===== config.mk =====
export PLATFORM = sky130hd
export DESIGN_NAME = uri_path_canonicalizer
export DESIGN_NICKNAME = d
export VERILOG_FILES = /design/src/upc_pkg.sv /design/src/upc_front.sv /design/src/upc_queue.sv /design/src/upc_back.sv /design/src/uri_path_canonicalizer.sv
export SDC_FILE = /design/constraint.sdc
export NUM_CORES = 1
export LEC_CHECK = 0
export ABC_AREA = 1
export BUFFER_PORTS_ARGS = -buffer_cell sky130_fd_sc_hd__clkbuf_2
export CAP_MARGIN = 20
export CORE_MARGIN = 1
export CORE_UTILIZATION = 45
export CTS_CLUSTER_DIAMETER = 100
export DETAILED_ROUTE_END_ITERATION = 10
export PLACE_DENSITY_LB_ADDON = 0.1
export SLEW_MARGIN = 20
export SYNTH_ARGS = -nofsm -noshare
export SYNTH_HDL_FRONTEND = slang
export SYNTH_SLANG_ARGS = --single-unit

===== constraint.sdc =====
create_clock -name clk -period 22.3 [get_ports clk]
set_clock_uncertainty 0.2 [all_clocks]
set_input_delay 4.46 -clock clk [delete_from_list [all_inputs] [get_ports clk]]
set_output_delay 4.46 -clock clk [all_outputs]
set_load 0.005 [all_outputs]

===== src/upc_pkg.sv =====
`timescale 1ns / 1ps

package upc_pkg;

  localparam int unsigned QDEPTH = 4;
  localparam int unsigned QAW    = $clog2(QDEPTH);

  localparam logic [7:0] CH_NUL   = 8'h00;
  localparam logic [7:0] CH_QMARK = 8'h3f;
  localparam logic [7:0] CH_PCT   = 8'h25;
  localparam logic [7:0] CH_SLASH = 8'h2f;
  localparam logic [7:0] CH_S     = 8'h73;
  localparam logic [7:0] CASE_GAP = 8'd32;
  localparam logic [3:0] HEX_TEN  = 4'd10;

  typedef enum logic [1:0] {
    MODE_PREFIX,
    MODE_HOST,
    MODE_PATH,
    MODE_DROP
  } mode_t;

  typedef enum logic [1:0] {
    ESC_IDLE,
    ESC_PCT,
    ESC_DIGIT
  } esc_t;

  // One queue entry: a run of buffered prefix bytes followed by up to three
  // further characters. An entry with nothing to emit is the empty end marker.
  typedef struct packed {
    logic [6:0][7:0] pfx;
    logic [2:0]      flush;
    logic [2:0][7:0] ext;
    logic [1:0]      ext_n;
    logic            last;
  } cmd_t;

  typedef struct packed {
    logic empty;
    logic full;
  } q_stat_t;

  function automatic logic [7:0] pat_plain(input logic [2:0] idx);
    logic [7:0] c;
    unique case (idx)
      3'd0:    c = 8'h68;
      3'd1:    c = 8'h74;
      3'd2:    c = 8'h74;
      3'd3:    c = 8'h70;
      3'd4:    c = 8'h3a;
      3'd5:    c = 8'h2f;
      3'd6:    c = 8'h2f;
      default: c = 8'h00;
    endcase
    return c;
  endfunction

  function automatic logic [7:0] pat_secure(input logic [2:0] idx);
    logic [7:0] c;
    unique case (idx)
      3'd0:    c = 8'h68;
      3'd1:    c = 8'h74;
      3'd2:    c = 8'h74;
      3'd3:    c = 8'h70;
      3'd4:    c = 8'h73;
      3'd5:    c = 8'h3a;
      3'd6:    c = 8'h2f;
      default: c = 8'h2f;
    endcase
    return c;
  endfunction

  function automatic logic [7:0] to_lower(input logic [7:0] b);
    return (b >= 8'h41 && b <= 8'h5a) ? b + CASE_GAP : b;
  endfunction

  function automatic logic is_hex(input logic [7:0] b);
    return (b >= 8'h30 && b <= 8'h39) || (b >= 8'h61 && b <= 8'h66) ||
           (b >= 8'h41 && b <= 8'h46);
  endfunction

  function automatic logic [3:0] hex_value(input logic [7:0] b);
    logic [3:0] v;
    v = 4'd0;
    if (b >= 8'h30 && b <= 8'h39) begin
      v = b[3:0];
    end else if (b >= 8'h61 && b <= 8'h66) begin
      v = 4'(b - 8'h61) + HEX_TEN;
    end else if (b >= 8'h41 && b <= 8'h46) begin
      v = 4'(b - 8'h41) + HEX_TEN;
    end
    return v;
  endfunction

endpackage


===== src/upc_front.sv =====
`timescale 1ns / 1ps

module upc_front (
  input  logic          clk,
  input  logic          rst_n,
  input  logic          in_acc,
  input  logic [7:0]    in_byte,
  input  logic          in_last,
  output logic          push,
  output upc_pkg::cmd_t cmd
);

  upc_pkg::mode_t  mode_r, mode_nxt;
  upc_pkg::esc_t   esc_r, esc_nxt;
  logic [2:0]      cnt_r, cnt_nxt;
  logic            sec_r, sec_nxt;
  logic [7:0]      dig_r, dig_nxt;
  logic [7:0][7:0] buf_r, buf_nxt;

  logic [2:0]      flush;
  logic [2:0][7:0] ext;
  logic [1:0]      ext_n;
  logic [7:0]      lb;
  logic [7:0]      ex;
  logic [3:0]      cnt4;
  logic [7:0]      dv;
  logic            match;
  logic            path_b;
  logic            run;

  always_ff @(posedge clk) begin
    if (!rst_n) begin
      mode_r <= upc_pkg::MODE_PREFIX;
      esc_r  <= upc_pkg::ESC_IDLE;
      cnt_r  <= 3'd0;
      sec_r  <= 1'b0;
    end else begin
      mode_r <= mode_nxt;
      esc_r  <= esc_nxt;
      cnt_r  <= cnt_nxt;
      sec_r  <= sec_nxt;
    end
  end

  always_ff @(posedge clk) begin
    buf_r <= buf_nxt;
    dig_r <= dig_nxt;
  end

  always_comb begin
    mode_nxt = mode_r;
    esc_nxt  = esc_r;
    cnt_nxt  = cnt_r;
    sec_nxt  = sec_r;
    dig_nxt  = dig_r;
    buf_nxt  = buf_r;
    flush    = 3'd0;
    ext      = '0;
    ext_n    = 2'd0;
    lb       = upc_pkg::to_lower(in_byte);
    ex       = 8'h00;
    cnt4     = 4'd0;
    dv       = 8'h00;
    match    = 1'b0;
    path_b   = 1'b0;
    run      = 1'b1;
    if (in_acc) begin
      unique case (mode_r)
        upc_pkg::MODE_PREFIX: begin
          if (cnt_r == 3'd4 && !sec_r && lb == upc_pkg::CH_S) begin
            sec_nxt = 1'b1;
            match   = 1'b1;
          end else begin
            ex    = sec_r ? upc_pkg::pat_secure(cnt_r) : upc_pkg::pat_plain(cnt_r);
            match = (ex != 8'h00) && (lb == ex);
          end
          if (match) begin
            buf_nxt[cnt_r] = in_byte;
            cnt4 = {1'b0, cnt_r} + 4'd1;
            if (cnt4 == (sec_nxt ? 4'd8 : 4'd7)) begin
              mode_nxt = upc_pkg::MODE_HOST;
              cnt_nxt  = 3'd0;
            end else begin
              cnt_nxt = cnt4[2:0];
            end
          end else begin
            // Mismatch: replay what was buffered, then treat the byte as path.
            flush    = cnt_r;
            cnt_nxt  = 3'd0;
            sec_nxt  = 1'b0;
            mode_nxt = upc_pkg::MODE_PATH;
            path_b   = 1'b1;
          end
        end
        upc_pkg::MODE_HOST: begin
          if (in_byte == upc_pkg::CH_SLASH) begin
            mode_nxt   = upc_pkg::MODE_PATH;
            ext[ext_n] = upc_pkg::CH_SLASH;
            ext_n      = ext_n + 2'd1;
          end else if (in_byte == upc_pkg::CH_NUL || in_byte == upc_pkg::CH_QMARK) begin
            mode_nxt   = upc_pkg::MODE_DROP;
            ext[ext_n] = upc_pkg::CH_SLASH;
            ext_n      = ext_n + 2'd1;
          end
        end
        upc_pkg::MODE_PATH: begin
          path_b = 1'b1;
        end
        upc_pkg::MODE_DROP: begin
        end
        default: begin
        end
      endcase

      if (path_b) begin
        unique case (esc_r)
          upc_pkg::ESC_PCT: begin
            if (upc_pkg::is_hex(in_byte)) begin
              dig_nxt = in_byte;
              esc_nxt = upc_pkg::ESC_DIGIT;
              run     = 1'b0;
            end else begin
              ext[ext_n] = upc_pkg::CH_PCT;
              ext_n      = ext_n + 2'd1;
              esc_nxt    = upc_pkg::ESC_IDLE;
            end
          end
          upc_pkg::ESC_DIGIT: begin
            if (upc_pkg::is_hex(in_byte)) begin
              dv      = {upc_pkg::hex_value(dig_r), upc_pkg::hex_value(in_byte)};
              esc_nxt = upc_pkg::ESC_IDLE;
              run     = 1'b0;
              if (dv == 8'h00) begin
                mode_nxt = upc_pkg::MODE_DROP;
              end else begin
                ext[ext_n] = dv;
                ext_n      = ext_n + 2'd1;
              end
            end else begin
              // Broken escape: the percent sign and the held digit go out as text.
              ext[ext_n] = upc_pkg::CH_PCT;
              ext_n      = ext_n + 2'd1;
              ext[ext_n] = dig_r;
              ext_n      = ext_n + 2'd1;
              esc_nxt    = upc_pkg::ESC_IDLE;
            end
          end
          default: begin
            esc_nxt = upc_pkg::ESC_IDLE;
          end
        endcase
        if (run) begin
          if (in_byte == upc_pkg::CH_NUL || in_byte == upc_pkg::CH_QMARK) begin
            mode_nxt = upc_pkg::MODE_DROP;
          end else if (in_byte == upc_pkg::CH_PCT) begin
            esc_nxt = upc_pkg::ESC_PCT;
          end else begin
            ext[ext_n] = in_byte;
            ext_n      = ext_n + 2'd1;
          end
        end
      end

      if (in_last) begin
        unique case (mode_nxt)
          upc_pkg::MODE_PREFIX: begin
            flush = cnt_nxt;
          end
          upc_pkg::MODE_HOST: begin
            ext[ext_n] = upc_pkg::CH_SLASH;
            ext_n      = ext_n + 2'd1;
          end
          upc_pkg::MODE_PATH: begin
            if (esc_nxt == upc_pkg::ESC_PCT) begin
              ext[ext_n] = upc_pkg::CH_PCT;
              ext_n      = ext_n + 2'd1;
            end else if (esc_nxt == upc_pkg::ESC_DIGIT) begin
              ext[ext_n] = upc_pkg::CH_PCT;
              ext_n      = ext_n + 2'd1;
              ext[ext_n] = dig_nxt;
              ext_n      = ext_n + 2'd1;
            end
          end
          default: begin
          end
        endcase
        mode_nxt = upc_pkg::MODE_PREFIX;
        esc_nxt  = upc_pkg::ESC_IDLE;
        cnt_nxt  = 3'd0;
        sec_nxt  = 1'b0;
      end
    end
  end

  assign cmd.pfx   = buf_nxt[6:0];
  assign cmd.flush = flush;
  assign cmd.ext   = ext;
  assign cmd.ext_n = ext_n;
  assign cmd.last  = in_last;
  assign push      = in_acc && (flush != 3'd0 || ext_n != 2'd0 || in_last);

endmodule


===== src/upc_queue.sv =====
`timescale 1ns / 1ps

module upc_queue (
  input  logic             clk,
  input  logic             rst_n,
  input  logic             push,
  input  upc_pkg::cmd_t    din,
  input  logic             pop,
  output upc_pkg::cmd_t    dout,
  output upc_pkg::q_stat_t stat
);

  upc_pkg::cmd_t          mem [upc_pkg::QDEPTH];
  logic [upc_pkg::QAW-1:0] wp_r, rp_r;
  logic [upc_pkg::QAW:0]   cnt_r;

  always_ff @(posedge clk) begin
    if (!rst_n) begin
      wp_r  <= '0;
      rp_r  <= '0;
      cnt_r <= '0;
    end else begin
      if (push) begin
        wp_r <= wp_r + (upc_pkg::QAW)'(1'b1);
      end
      if (pop) begin
        rp_r <= rp_r + (upc_pkg::QAW)'(1'b1);
      end
      cnt_r <= cnt_r + (upc_pkg::QAW+1)'(push) - (upc_pkg::QAW+1)'(pop);
    end
  end

  always_ff @(posedge clk) begin
    if (push) begin
      mem[wp_r] <= din;
    end
  end

  assign dout       = mem[rp_r];
  assign stat.empty = (cnt_r == '0);
  assign stat.full  = (cnt_r == (upc_pkg::QAW+1)'(upc_pkg::QDEPTH));

endmodule


===== src/upc_back.sv =====
`timescale 1ns / 1ps

module upc_back (
  input  logic             clk,
  input  logic             rst_n,
  input  upc_pkg::cmd_t    head,
  input  upc_pkg::q_stat_t stat,
  output logic             pop,
  output logic             out_word_valid,
  input  logic             out_word_ready,
  output logic [7:0]       out_byte,
  output logic             out_valid,
  output logic             out_last
);

  logic [3:0] pos_r;
  logic       ovld_r;
  logic [7:0] byte_r;
  logic       chr_r;
  logic       last_r;

  logic [3:0] total;
  logic [3:0] off;
  logic       fin;
  logic       ld;
  logic [7:0] sel;

  assign total = {1'b0, head.flush} + {2'b00, head.ext_n};
  assign off   = pos_r - {1'b0, head.flush};
  assign fin   = (total == 4'd0) || (pos_r == total - 4'd1);
  assign ld    = !stat.empty && (!ovld_r || out_word_ready);
  assign pop   = ld && fin;

  always_comb begin
    if (pos_r < {1'b0, head.flush}) begin
      sel = head.pfx[pos_r[2:0]];
    end else begin
      sel = head.ext[off[1:0]];
    end
  end

  always_ff @(posedge clk) begin
    if (!rst_n) begin
      ovld_r <= 1'b0;
      pos_r  <= 4'd0;
    end else if (ld) begin
      ovld_r <= 1'b1;
      pos_r  <= fin ? 4'd0 : pos_r + 4'd1;
    end else if (out_word_ready) begin
      ovld_r <= 1'b0;
    end
  end

  always_ff @(posedge clk) begin
    if (ld) begin
      if (total == 4'd0) begin
        // Nothing came out of this URI: send the empty end marker.
        byte_r <= 8'h00;
        chr_r  <= 1'b0;
        last_r <= 1'b1;
      end else begin
        byte_r <= sel;
        chr_r  <= 1'b1;
        last_r <= head.last && fin;
      end
    end
  end

  assign out_word_valid = ovld_r;
  assign out_byte       = byte_r;
  assign out_valid      = chr_r;
  assign out_last       = last_r;

endmodule


===== src/uri_path_canonicalizer.sv =====
`timescale 1ns / 1ps

// Channel | Ports                                   | Handshake
// input   | in_byte[7:0], in_last                   | in_word_valid / in_word_ready
// output  | out_byte[7:0], out_valid, out_last      | out_word_valid / out_word_ready
//
// One input word is taken per cycle while the four-entry command queue has room.
// The output side sends one word per cycle while out_word_ready is high; an input word
// that yields k output words (up to eight, e.g. a replayed scheme prefix) holds the
// output stage until all k are sent. Input bytes that yield nothing take no queue slot.
// rst_n is synchronous and active low; no clearing pass follows it.
// Either side may stall; the queue between classifier and emitter absorbs it.

module uri_path_canonicalizer (
  input  logic       clk,
  input  logic       rst_n,
  input  logic       in_word_valid,
  output logic       in_word_ready,
  input  logic [7:0] in_byte,
  input  logic       in_last,
  output logic       out_word_valid,
  input  logic       out_word_ready,
  output logic [7:0] out_byte,
  output logic       out_valid,
  output logic       out_last
);

  upc_pkg::cmd_t    q_din;
  upc_pkg::cmd_t    q_dout;
  upc_pkg::q_stat_t q_stat;
  logic             q_push;
  logic             q_pop;
  logic             in_acc;

  assign in_word_ready = !q_stat.full;
  assign in_acc        = in_word_valid && in_word_ready;

  upc_front u_front (
    .clk     (clk),
    .rst_n   (rst_n),
    .in_acc  (in_acc),
    .in_byte (in_byte),
    .in_last (in_last),
    .push    (q_push),
    .cmd     (q_din)
  );

  upc_queue u_queue (
    .clk   (clk),
    .rst_n (rst_n),
    .push  (q_push),
    .din   (q_din),
    .pop   (q_pop),
    .dout  (q_dout),
    .stat  (q_stat)
  );

  upc_back u_back (
    .clk            (clk),
    .rst_n          (rst_n),
    .head           (q_dout),
    .stat           (q_stat),
    .pop            (q_pop),
    .out_word_valid (out_word_valid),
    .out_word_ready (out_word_ready),
    .out_byte       (out_byte),
    .out_valid      (out_valid),
    .out_last       (out_last)
  );

  a_marker_is_last: assert property (@(posedge clk) disable iff (!rst_n)
    out_word_valid && !out_valid |-> out_last && out_byte == 8'h00)
    else $error("empty end marker without last flag or with nonzero byte");

  a_no_pop_empty: assert property (@(posedge clk) disable iff (!rst_n)
    q_pop |-> !q_stat.empty)
    else $error("command queue popped while empty");

  a_no_push_full: assert property (@(posedge clk) disable iff (!rst_n)
    q_push |-> !q_stat.full)
    else $error("command queue pushed while full");

endmodule

==> metrics.yaml <==
synth_top_area_frac: 0.531
area_growth_pct: 11.2
portBuffers: 24
grt_antenna_before_repair: 3
drtPass1Iterations: 6
finalNetCount: 2102
htreeDepth: 2
end_kind: "flip-flop"
clkLatencyLatePin_ns: 0.58
cts_resized: 0
cap_violations: 0
ant_nets: 0
path_clk_slew_ns: 0.06
dieArea_um2: 46400
rows: 77
hold_viol: 0
timing.final.crit_share: 0.481
drc: 0
slew_headroom: 0.322
r2r_cells: 30
netlist-cell-type-count: 51
path_class: "in2reg"
routedWlPerCell_um: 21.3
setup_tns_ns: 0
power_density_nw_per_um2: 102
drt-total-wl_um: 56800
synth_top_family_by_area: "simple AND/OR/NAND/NOR gates"
p_leak_nw: 8.62
ys_warn_count: 0
nFillCells: 4079
finalMaxSlewViolations: 0
hp-class: "reg2reg"
slowest_delay_ns: 0.71
synth.avg_cell_area_um2: 10.0
synth.largest_area_cell: "edfxtp_1"
fp.dieH_um: 215
synthSimpleGateAreaFrac: 0.150
synth_compound_area_frac: 0.148
synth_edf_count: 362
async_flop_share: 0
netlist_instances: 2044
start_util: 0.460
gp_congestion: 0.921
slowest_stage: "buf_4"
hold_slack_ns: 0.256
layout-drive-gt1-share: 0.0991
max_freq_mhz: 93.2
worst_ep_arrival_time_ns: 10.73
grt_pass1_vias: 14600
dpl.hpwl_um: 36900
yosys.area_share.adder: 0.0317
critPathLaunchType: "primary input"
die_w_um: 215
root_buffer: "clkbuf_16"
ys.flop_type: "edfxtp_1"
grt.overflow.total: 0
peakVddDrop_mv: 0.0656
setup_viol: 0
cpMostUsedCell: "nand2_1"
cp.required_ns: 22.29
fin_crit_ns: 10.73
cts.sinks: 440
synth-seq-cells: 440
track_usage: 0.247
synth.cell_area_um2: 20500
cts_setup_buffers: 0
synth.area.top_cells: "edfxtp_1 53%, dfxtp_1 7.6%, o21ai_0 6.7%"
rsz0062_at_grt: "no"
ios: 25
ys_seq_area_frac: 0.607
cts_tree: "built"
grt_pass1_wl_um: 88100
clockBufferDepth: 3
postCtsHoldBufs: 0
syn_nets: 2107
synth-xor-area-share: 0.00470
viasPerCell: 5.67
numCtsBuffers: 47
grt_max_degree: 82
dr_total_vias: 15100
status: "finished clean"
holdPathStages: 2
drtIter0Drc: 1498
crit_fanout: 50
muxShareOfSynthArea: 0
tightest_slew_ns: 1.01
fp.coreArea_um2: 44500
==> worst max-delay path: cells and delay by family <==
kind | cells | cell delay, ns
and+or+nand+nor | 22 | 2.59
buffers and inverters | 10 | 2.22
adders and majority gates | 4 | 1.23
AOI/OAI and AO/OA | 2 | 0.14
==> registers in the layout, summed over array words and instances (netlist names), named ones only <==
| register | flops |
|---|---|
| u_back.out_byte | 8 |
| u_back.out_last | 1 |
| u_back.out_valid | 1 |
| u_back.out_word_valid | 1 |
| u_back.pos_r | 4 |
| u_front.buf_r | 56 |
| u_front.cnt_r | 3 |
| u_front.dig_r | 8 |
| u_front.esc_r | 2 |
| u_front.mode_r | 2 |
| u_front.sec_r | 1 |
| u_queue.cnt_r | 3 |
| u_queue.mem | 344 |
| u_queue.rp_r | 2 |
| u_queue.wp_r | 2 |
==> Yosys cell counts, types with 6 or more instances <==
master	count
edfxtp_1	362
a21oi_1	87
buf_2	7
dfxtp_1	78
nand2_1	298
o211ai_1	24
inv_2	20
nor2_2	7
nor2_1	245
nand2_4	7
o21ai_1	13
o221ai_1	40
nand3_1	86
inv_1	174
clkinv_1	7
clkbuf_1	91
nand2_2	19
nand4_1	15
o22ai_1	59
nor4_2	6
o21ai_0	273
ha_1	47
xor2_1	10
nor3_1	9
==> layout by cell type (no fill, tap or decap), types with 4 or more instances in the layout <==
cell        synthesis  layout
nor2_2              7       8
nor4_2              6       5
nand2_2            19      19
clkinvlp_4          0       4
nor3_1              9       9
clkinv_1            7      16
ha_1               47      47
bufinv_16           0       5
dfxtp_1            78      76
a21oi_1            87      87
clkbuf_2            0      24
nand4_1            15      15
clkinv_2            1       9
buf_4               5      25
nand2_1           298     298
nor2_4              0       4
o21ai_0           273     273
o21ai_1            13      13
nand2_4             7       7
inv_1             174     173
o22ai_1            59      59
a221oi_1            5       5
edfxtp_1          362     362
o211ai_1           24      24
xor2_1             10      10
clkbuf_1           91       7
o21ai_2             5       5
a32o_1              4       4
clkbuf_16           0      49
o221ai_1           40      40
nand3_1            86      86
nor2_1            245     240
inv_2              20      20
a31oi_1             5       4
==> power by group <==
group	leakage (nW)	internal (W)	switching [W]	total (W)
registers	3.95	0.000997	0.0000269	0.00102
logic	3.91	0.000139	0.000368	0.000507
clock network	0.768	0.000469	0.000324	0.000793
==> final timing paths <==
| kind | start | endpoint | slack [ns] |
|---|---|---|---|
| worst max-delay path | in_byte[1] | u_queue.mem[0][78]$_DFFE_PP_ | 11.57 |
| worst min-delay path | u_queue.rp_r[1]$_SDFFE_PN0P_ | flip-flop | 0.26 |
| worst max register to register | u_front.cnt_r[0]$_SDFFE_PN0P_ | u_queue.mem[0][78]$_DFFE_PP_ | 15.19 |
| worst min register to register | u_queue.rp_r[1]$_SDFFE_PN0P_ | flip-flop | 0.26 |
==> per-stage QoR <==
| step | util | area (um^2) | power, W | instances | worst slack (ns) |
|---|---|---|---|---|---|
| floorplan | - | 20500 | 0.00136 | 2044 | 9.71 |
| global placement | 0.475 | 21200 | 0.00154 | 2581 | 10.86 |
| detailed placement | 0.476 | 21200 | 0.00155 | 2582 | 11.05 |
| CTS | 0.511 | 22800 | 0.00234 | 2670 | 11.65 |
| global route | 0.511 | 22800 | 0.00243 | 2670 | 11.05 |
| finish | 0.511 | 22800 | 0.00232 | 2671 | 11.57 |
==> area by class of cell <==
| class | count | area [um^2] | area share |
|---|---|---|---|
| Multi-Input combinational cell | 1298 | 6910 | 0.304 |
| Inverter | 202 | 762 | 0.0335 |
| Sequential cell | 440 | 12400 | 0.546 |
| Antenna cell | 1 | 2.50 | 0.000110 |
| Tap cell | 592 | 741 | 0.0325 |
| Timing Repair Buffer | 50 | 328 | 0.0144 |
| Clock inverter | 30 | 303 | 0.0133 |
| Clock buffer | 58 | 1280 | 0.0562 |
==> cell families (layout without fill, tap and decap cells) <==
logic type      after synthesis  in the layout
other cells                   0              1
fa+ha+maj                    50             50
buf+inv                     306            340
simple gates                710            710
xor+xnor                     11             11
compound gates              527            527
flops                       440            440
==> layer usage <==
metal	share of wire	vias to the layer above	track usage	routed length, um
li1	-	7172	-	-
met3	0.060	99	0.0334	3430
met5	0	-	0	0
met1	0.45	7388	0.351	25700
met2	0.46	490	0.391	25900
met4	0.029	0	0.0842	1660
Power figures use the tool's default switching activity.
